==> src/hdl/otc_pkg.sv <==
`timescale 1ns / 1ps

package otc_pkg;

  // Sample and accumulator widths
  localparam int SAMPLE_W  = 10;
  localparam int MAX_ORDER = 6;
  localparam int ORDER_W   = 3;
  localparam int SUM_W     = SAMPLE_W + 2 * MAX_ORDER;
  localparam int CNT_W     = 2 * MAX_ORDER;
  localparam int DEN_W     = SAMPLE_W + MAX_ORDER;
  localparam int DIFF_W    = SUM_W + 1;

  // Calibration divide: |avg - c30| * 550000 / |c85 - c30|
  localparam int SCALE_W   = 20;
  localparam int PROD_W    = SUM_W + SCALE_W;
  localparam int DIV_CNT_W = $clog2(PROD_W);
  localparam logic [SCALE_W-1:0] SCALE_NUM = 20'd550000;

  // Quotients at or above 2^CLAMP_BIT saturate the result either way
  localparam int CLAMP_BIT = 23;

  // Celsius to Fahrenheit, hundredths
  localparam int T_W    = 26;
  localparam int NT_W   = 29;
  localparam int M5_W   = 27;
  localparam int R5_W   = 28;
  localparam int K5     = 30;
  localparam int P5_W   = M5_W + R5_W;
  localparam int Q5_W   = P5_W - K5;
  localparam int F_W    = 26;
  localparam int M100_W = 24;
  localparam int R100_W = 25;
  localparam int K100   = 31;
  localparam int P100_W = M100_W + R100_W;
  localparam int TMAG_W = P100_W - K100;
  localparam int TEMP_W = 16;

  localparam logic signed [T_W-1:0] T_OFFSET = 26'sd300000;
  localparam logic signed [F_W-1:0] F_OFFSET = 26'sd320000;
  localparam logic [R5_W-1:0]       R5       = 28'd214748365;
  localparam logic [R100_W-1:0]     R100     = 25'd21474837;

  // Register file
  localparam int ADDR_W    = 4;
  localparam int DATA_W    = 32;
  localparam int REG_IDX_W = 2;
  localparam logic [REG_IDX_W-1:0] REG_ORDER = 2'd0;
  localparam logic [REG_IDX_W-1:0] REG_CAL30 = 2'd1;
  localparam logic [REG_IDX_W-1:0] REG_CAL85 = 2'd2;

  typedef struct packed {
    logic [ORDER_W-1:0]  order;
    logic [SAMPLE_W-1:0] cal_30;
    logic [SAMPLE_W-1:0] cal_85;
  } otc_cfg_t;

  typedef struct packed {
    logic acc;
    logic diff;
    logic mul;
    logic div_step;
    logic t;
    logic nt;
    logic d5;
    logic f;
    logic af;
    logic d100;
    logic load;
  } otc_cmd_t;

  typedef struct packed {
    logic batch_done;
    logic cal_err;
    logic div_last;
    logic out_free;
  } otc_sts_t;

endpackage

==> src/hdl/otc_regs.sv <==
`timescale 1ns / 1ps

module otc_regs import otc_pkg::*; (
  input  logic              clk_i,
  input  logic              rst_ni,
  input  logic              psel,
  input  logic              penable,
  input  logic              pwrite,
  input  logic [ADDR_W-1:0] paddr,
  input  logic [DATA_W-1:0] pwdata,
  output logic [DATA_W-1:0] prdata,
  output logic              pready,
  output otc_cfg_t          cfg_o
);

  logic [ORDER_W-1:0]   order_q;
  logic [SAMPLE_W-1:0]  cal30_q;
  logic [SAMPLE_W-1:0]  cal85_q;
  logic [REG_IDX_W-1:0] idx;
  logic                 wr_en;

  assign idx    = paddr[ADDR_W-1:2];
  assign wr_en  = psel & penable & pwrite;
  assign pready = 1'b1;

  always_ff @(posedge clk_i or negedge rst_ni) begin
    if (!rst_ni) begin
      order_q <= '0;
      cal30_q <= '0;
      cal85_q <= '1;
    end else if (wr_en) begin
      case (idx)
        REG_ORDER: order_q <= pwdata[ORDER_W-1:0];
        REG_CAL30: cal30_q <= pwdata[SAMPLE_W-1:0];
        REG_CAL85: cal85_q <= pwdata[SAMPLE_W-1:0];
        default: ;
      endcase
    end
  end

  always_comb begin
    case (idx)
      REG_ORDER: prdata = DATA_W'(order_q);
      REG_CAL30: prdata = DATA_W'(cal30_q);
      REG_CAL85: prdata = DATA_W'(cal85_q);
      default:   prdata = '0;
    endcase
  end

  assign cfg_o.order  = order_q;
  assign cfg_o.cal_30 = cal30_q;
  assign cfg_o.cal_85 = cal85_q;

endmodule

==> config.mk <==
export PLATFORM = sky130hd
export DESIGN_NAME = otc_regs
export DESIGN_NICKNAME = d
export VERILOG_FILES = /design/src/hdl/otc_pkg.sv /design/src/hdl/otc_regs.sv
export SDC_FILE = /design/constraint.sdc
export NUM_CORES = 1
export LEC_CHECK = 0
export ABC_AREA = 0
export BUFFER_PORTS_ARGS = -buffer_cell sky130_fd_sc_hd__buf_2
export CAP_MARGIN = 10
export CELL_PAD_IN_SITES_DETAIL_PLACEMENT = 1
export CELL_PAD_IN_SITES_GLOBAL_PLACEMENT = 1
export CORE_ASPECT_RATIO = 0.6
export CORE_MARGIN = 5
export CORE_UTILIZATION = 30
export CTS_CLUSTER_DIAMETER = 60
export CTS_CLUSTER_SIZE = 16
export DETAILED_ROUTE_END_ITERATION = 6
export PLACE_DENSITY_LB_ADDON = 0.1
export SYNTH_ARGS = -nofsm -noshare
export SYNTH_HDL_FRONTEND = slang
export SYNTH_SLANG_ARGS = --single-unit
==> constraint.sdc <==
create_clock -name clk_i -period 1.65 [get_ports clk_i]
set_input_delay 0.0825 -clock clk_i [delete_from_list [all_inputs] [get_ports clk_i]]
set_output_delay 0.0825 -clock clk_i [all_outputs]
set_load 0.05 [all_outputs]
## Word level (Yosys, flattened, before mapping)

Index checks and enable logic that the tools add are counted.

| storage, ports and cells | value |
|---|---|
| register bits | 23 |
| word-level logic and storage cells | 12 |

| cells by class | value |
|---|---|
| eq/ne operators | 2 |
| reduce and logical (&&, ||, !) cells | 4 |
| mux-type cells | 1 |
| bitwise gates (word level) | 2 |

Operators by type and width:

| kind | count |
|---|---|
| case mux 10 bit (3 select lines) | 1 |
| AND reduction 2 bit | 3 |
| bitwise AND 1 bit | 2 |
| == test 2 x 1 -> 1 bit (second input constant) | 1 |
| == test 2 bit (second input constant) | 1 |
| zero test 2 bit | 1 |

## Longest topological paths before layout

| depth | value |
|---|---|
| word-level depth | 3 |
| mapped depth | 5 |
| mapped depth without buffers | 3 |

## Least setup slack after synthesis

Ideal clock, no wire load.

| timing | value |
|---|---|
| path kind | reg2out |
| start | register cal30_q[0] |
| end | output prdata[0] |
| data arrival time | 1.862 ns |
| buffers on the path | 0 |
| data required time | 1.567 ns |
| stages on the path, launching flop included | 3 |
| slack | -0.294 ns |
| path through | dfrtp_1 > mux2i_1 > o21ai_0 |

| between the ends | value |
|---|---|
| cells in the longest elaborated chain, start to end | 1 |

Ends and longest elaborated chain:

| element | line | text |
|---|---|---|
| start: declaration | otc_regs.sv:17 | `logic [SAMPLE_W-1:0] cal30_q;` |
| start signal: assignment | otc_regs.sv:34 | `REG_CAL30: cal30_q <= pwdata[SAMPLE_W-1:0];` |
| case mux 10 bit (3 select lines) | otc_regs.sv:42 | `case (idx)` |
| end: declaration | otc_regs.sv:11 | `output logic [DATA_W-1:0] prdata,` |

No other way between the ends.

## Worst setup path in the final report

| timing | value |
|---|---|
| start | input paddr[2] |
| end | output prdata[0] |

| between the ends | value |
|---|---|
| cells in the longest elaborated chain, start to end | 2 |

Ends and longest elaborated chain:

| element | line | text |
|---|---|---|
| start: declaration | otc_regs.sv:9 | `input logic [ADDR_W-1:0] paddr,` |
| == test 2 bit, or another cell as far along | otc_regs.sv:42 |  |
| case mux 10 bit (3 select lines) (*) | otc_regs.sv:42 |  |

Every way passes the cells marked *; elsewhere a longest branch is shown, timed or not.

==> key figures <==
Floorplanning
  • Row count: 18
  • Die H: 60.2 microns
  • Core area: 4080 sq um
  • Ports: 97
  • Die ar.: 5630 sq um
  • Initial Util: 0.308
  • Die X-Extent: 93.6 microns

Timing
  • Final slew viol count: 0
  • Tmin final: 1.33 ns
  • Fin Setup TNS: 0 ns
  • Final setup fails: 0
  • Fmax: 751 MHz
  • Final setup margin: 0.319 ns
  • Max-slew headroom: 0.653
  • Least-Margin Pin Slew: 0.521 ns
  • Crit share post-route: 0.807
  • RSZ-0062 raised after global routing: false
  • Fin. Hold Viols: 0
  • Hold Worst Slack: 0.0636 ns
  • Clock skew: 0 ns

GRT
  • Initial antenna violation count: 0
  • Total gr overflow: 0
  • Tot GR Track Use: 0.109
  • Vias in the first global route: 908
  • Global-route wire length before repair: 4760 microns
  • Largest net degree at the start of global routing: 24

Pwr
  • Peak supply drop: 618 uV
  • Power Density: 1530 nW/um^2
  • Lkg Pwr: 0.000816 uW

Finish
  • Final net count: 192
  • Ant diodes: 0
  • Fillers: 465
  • Layout cells sized above 1: 0.613
  • P&R area growth vs syn: 23.1%
  • Finished Cell Area: 1550 sq um

Detailed routing
  • Wire per inst: 14.3 microns
  • DR top layer: met3
  • Metal-1 WL: 1450 microns
  • Post-DRT Antenna Nets: 0
  • Routed vias: 861
  • Drt via density: 4.10
  • DR WL met3: 217 microns
  • # DRC: 0
  • Initial drt markers: 6
  • Total Wirelength: 3010 microns
  • Met2 routed WL: 1340 microns
  • DRT Pass-1 Iters: 4

Synth
  • Mapped Cells: 98
  • Most numerous cell in the Yosys netlist: buf_4
  • Top_reg_cell synth: dfrtp_1
  • Post-Synth Simple-Gate Area: 0.0408
  • Sequential area share after synthesis: 0.468
  • Main combinational cell family by area after synthesis: multiplexers
  • Yosys reg bits: 23
  • Post-synthesis compound-gate area fraction: 0.0607
  • Synth cell types: 19
  • Syn_area_per_cell: 12.8 sq um
  • Synth top area share: 0.259
  • Ys async rst share: 1.00
  • Post-Synth XOR/XNOR Area: 0
  • Mux share of post-synthesis cell area: 0.260
  • Yosys Warn Count: 0
  • Adder-Cell Fraction of Synth Area: 0
  • Synth top cells by count: buf_4, dfrtp_1, mux2_2
  • Synthesized area: 1260 sq um
  • Post-synth EDFFs: 0
  • Dominant cells by area after synthesis: dfrtp_1, dfstp_2, buf_4
  • Area leader, netlist: dfrtp_1

CTS
  • H-tree levels: 1
  • CTS Sinks: 23
  • Setup bufs post-CTS: 0
  • Clock Path Buffers: 2
  • Clock Latency Late Sink: 0.26 ns
  • CTS Buf Count: 3
  • Hold Buf Count CTS: 1
  • Post-CTS sizing: 0
  • Clock transition at path regs: 0.08 ns
  • Root Driver: clkbuf_8
  • TritonCTS clock tree: yes

Run
  • Max-capacitance violation count: 0

Critical path
  • Worst setup path end: prdata[0]
  • Critical Path Start Type: primary input
  • Most Frequent Cell on Critical Path: buf_2
  • Req. time, crit path: 1.57 ns
  • Largest stage delay, worst path: 0.50 ns
  • Reg2Reg Depth: 1
  • RR Startpoint: cal30_q[0]
  • WS Path Type: in2out
  • Worst path slowest cell: and2b_1
  • Crit-path max FO: 10
  • Worst-path cell chain: buf_2 -> and2b_1 -> nand2_1 -> o21ai_1 -> buf_2
  • Worst reg2reg endpoint: cal30_q[0]
  • Crit path from: paddr[2]
  • Critical Path AT: 1.25 ns
  • Crit path capture type: output port
  • R2R setup slack: 0.86 ns

Outcome
  • Status: complete, no violations

Placed design
  • Pre-CTS setup slack: 0.317 ns
  • Placed Area: 1490 sq um
  • Final HPWL DP: 2360 microns
  • IO buf count: 49
  • Gp weighted congestion: 0.661

Min path
  • Min-Delay Path Class: in2reg
  • Worst hold path stage count: 2
registers in the layout, indices dropped and copies added (netlist names):
name and flops:
cal30_q 10, cal85_q 10, order_q 3
area by class of cell:
class | count | area [sq um] | share of cell area
Sequential cell | 23 | 588 | 0.380
Multi-Input combinational cell | 68 | 546 | 0.352
Timing Repair Buffer | 55 | 293 | 0.189
Tap cell | 60 | 75.1 | 0.0485
Clock buffer | 3 | 41.3 | 0.0267
Clock inverter | 1 | 5.00 | 0.00323
per-layer routing:
metal / up-vias / global-route usage
li1: 397 / -
met1: 429 / 0.152
met2: 35 / 0.169
met3: 0 / 0.0440
met4: 0 / 0.00617
met5: - / 0
worst min path at each step:
stage	slack, ns	endpoint	start
6_report	0.06	cal30_q[4]	pwdata[4]
5_1_grt	0.05	cal30_q[9]	pwdata[9]
4_1_cts	0.05	cal30_q[4]	pwdata[4]
3_5_place_dp	0.09	cal30_q[5]	rst_ni
3_3_place_gp	0.1	cal30_q[5]	rst_ni
2_1_floorplan	-0.21	cal30_q[0]	rst_ni
critical path: cells and delay by family:
family,cells,cell delay [ns]
compound gates,1,0.10
simple gates,2,0.60
buf+inv,2,0.45
layout by cell type (no fill, tap or decap):
master         instances
o21ai_1                3
buf_2                 49
nand2_1                3
mux2_4                10
conb_1                23
mux2i_1                3
and2b_1                1
nand3_1                1
nor3b_2                1
a22o_1                 7
nor3_1                 1
mux2_2                13
buf_4                  5
clkinv_2               1
or3b_1                 1
clkbuf_8               3
dfrtp_1               13
nor2b_1                1
dfstp_2               10
dlygate4sd3_1          1
cell families after synthesis:
logic type             after synthesis
buffers and inverters               28
multiplexers                        26
flip-flops                          23
AO/OA/AOI/OAI                       10
AND/OR/NAND/NOR                      9
other                                2
stage by stage:
step / util / power, uW / cells
3_5_place_dp: 0.366 / 2040 / 205
5_1_grt: 0.380 / 2490 / 210
3_3_place_gp: 0.366 / 2020 / 205
4_1_cts: 0.380 / 2410 / 210
6_report: 0.380 / 2370 / 210
2_1_floorplan: - / 1830 / 119
where the power goes:
| part | leakage (uW) | internal [uW] | total [uW] | switching (uW) |
|---|---|---|---|---|
| registers | 0.000264 | 738 | 838 | 100 |
| clock network | 0.0000255 | 168 | 347 | 179 |
| logic | 0.000526 | 295 | 1180 | 886 |
Power figures use the tool's default switching activity.
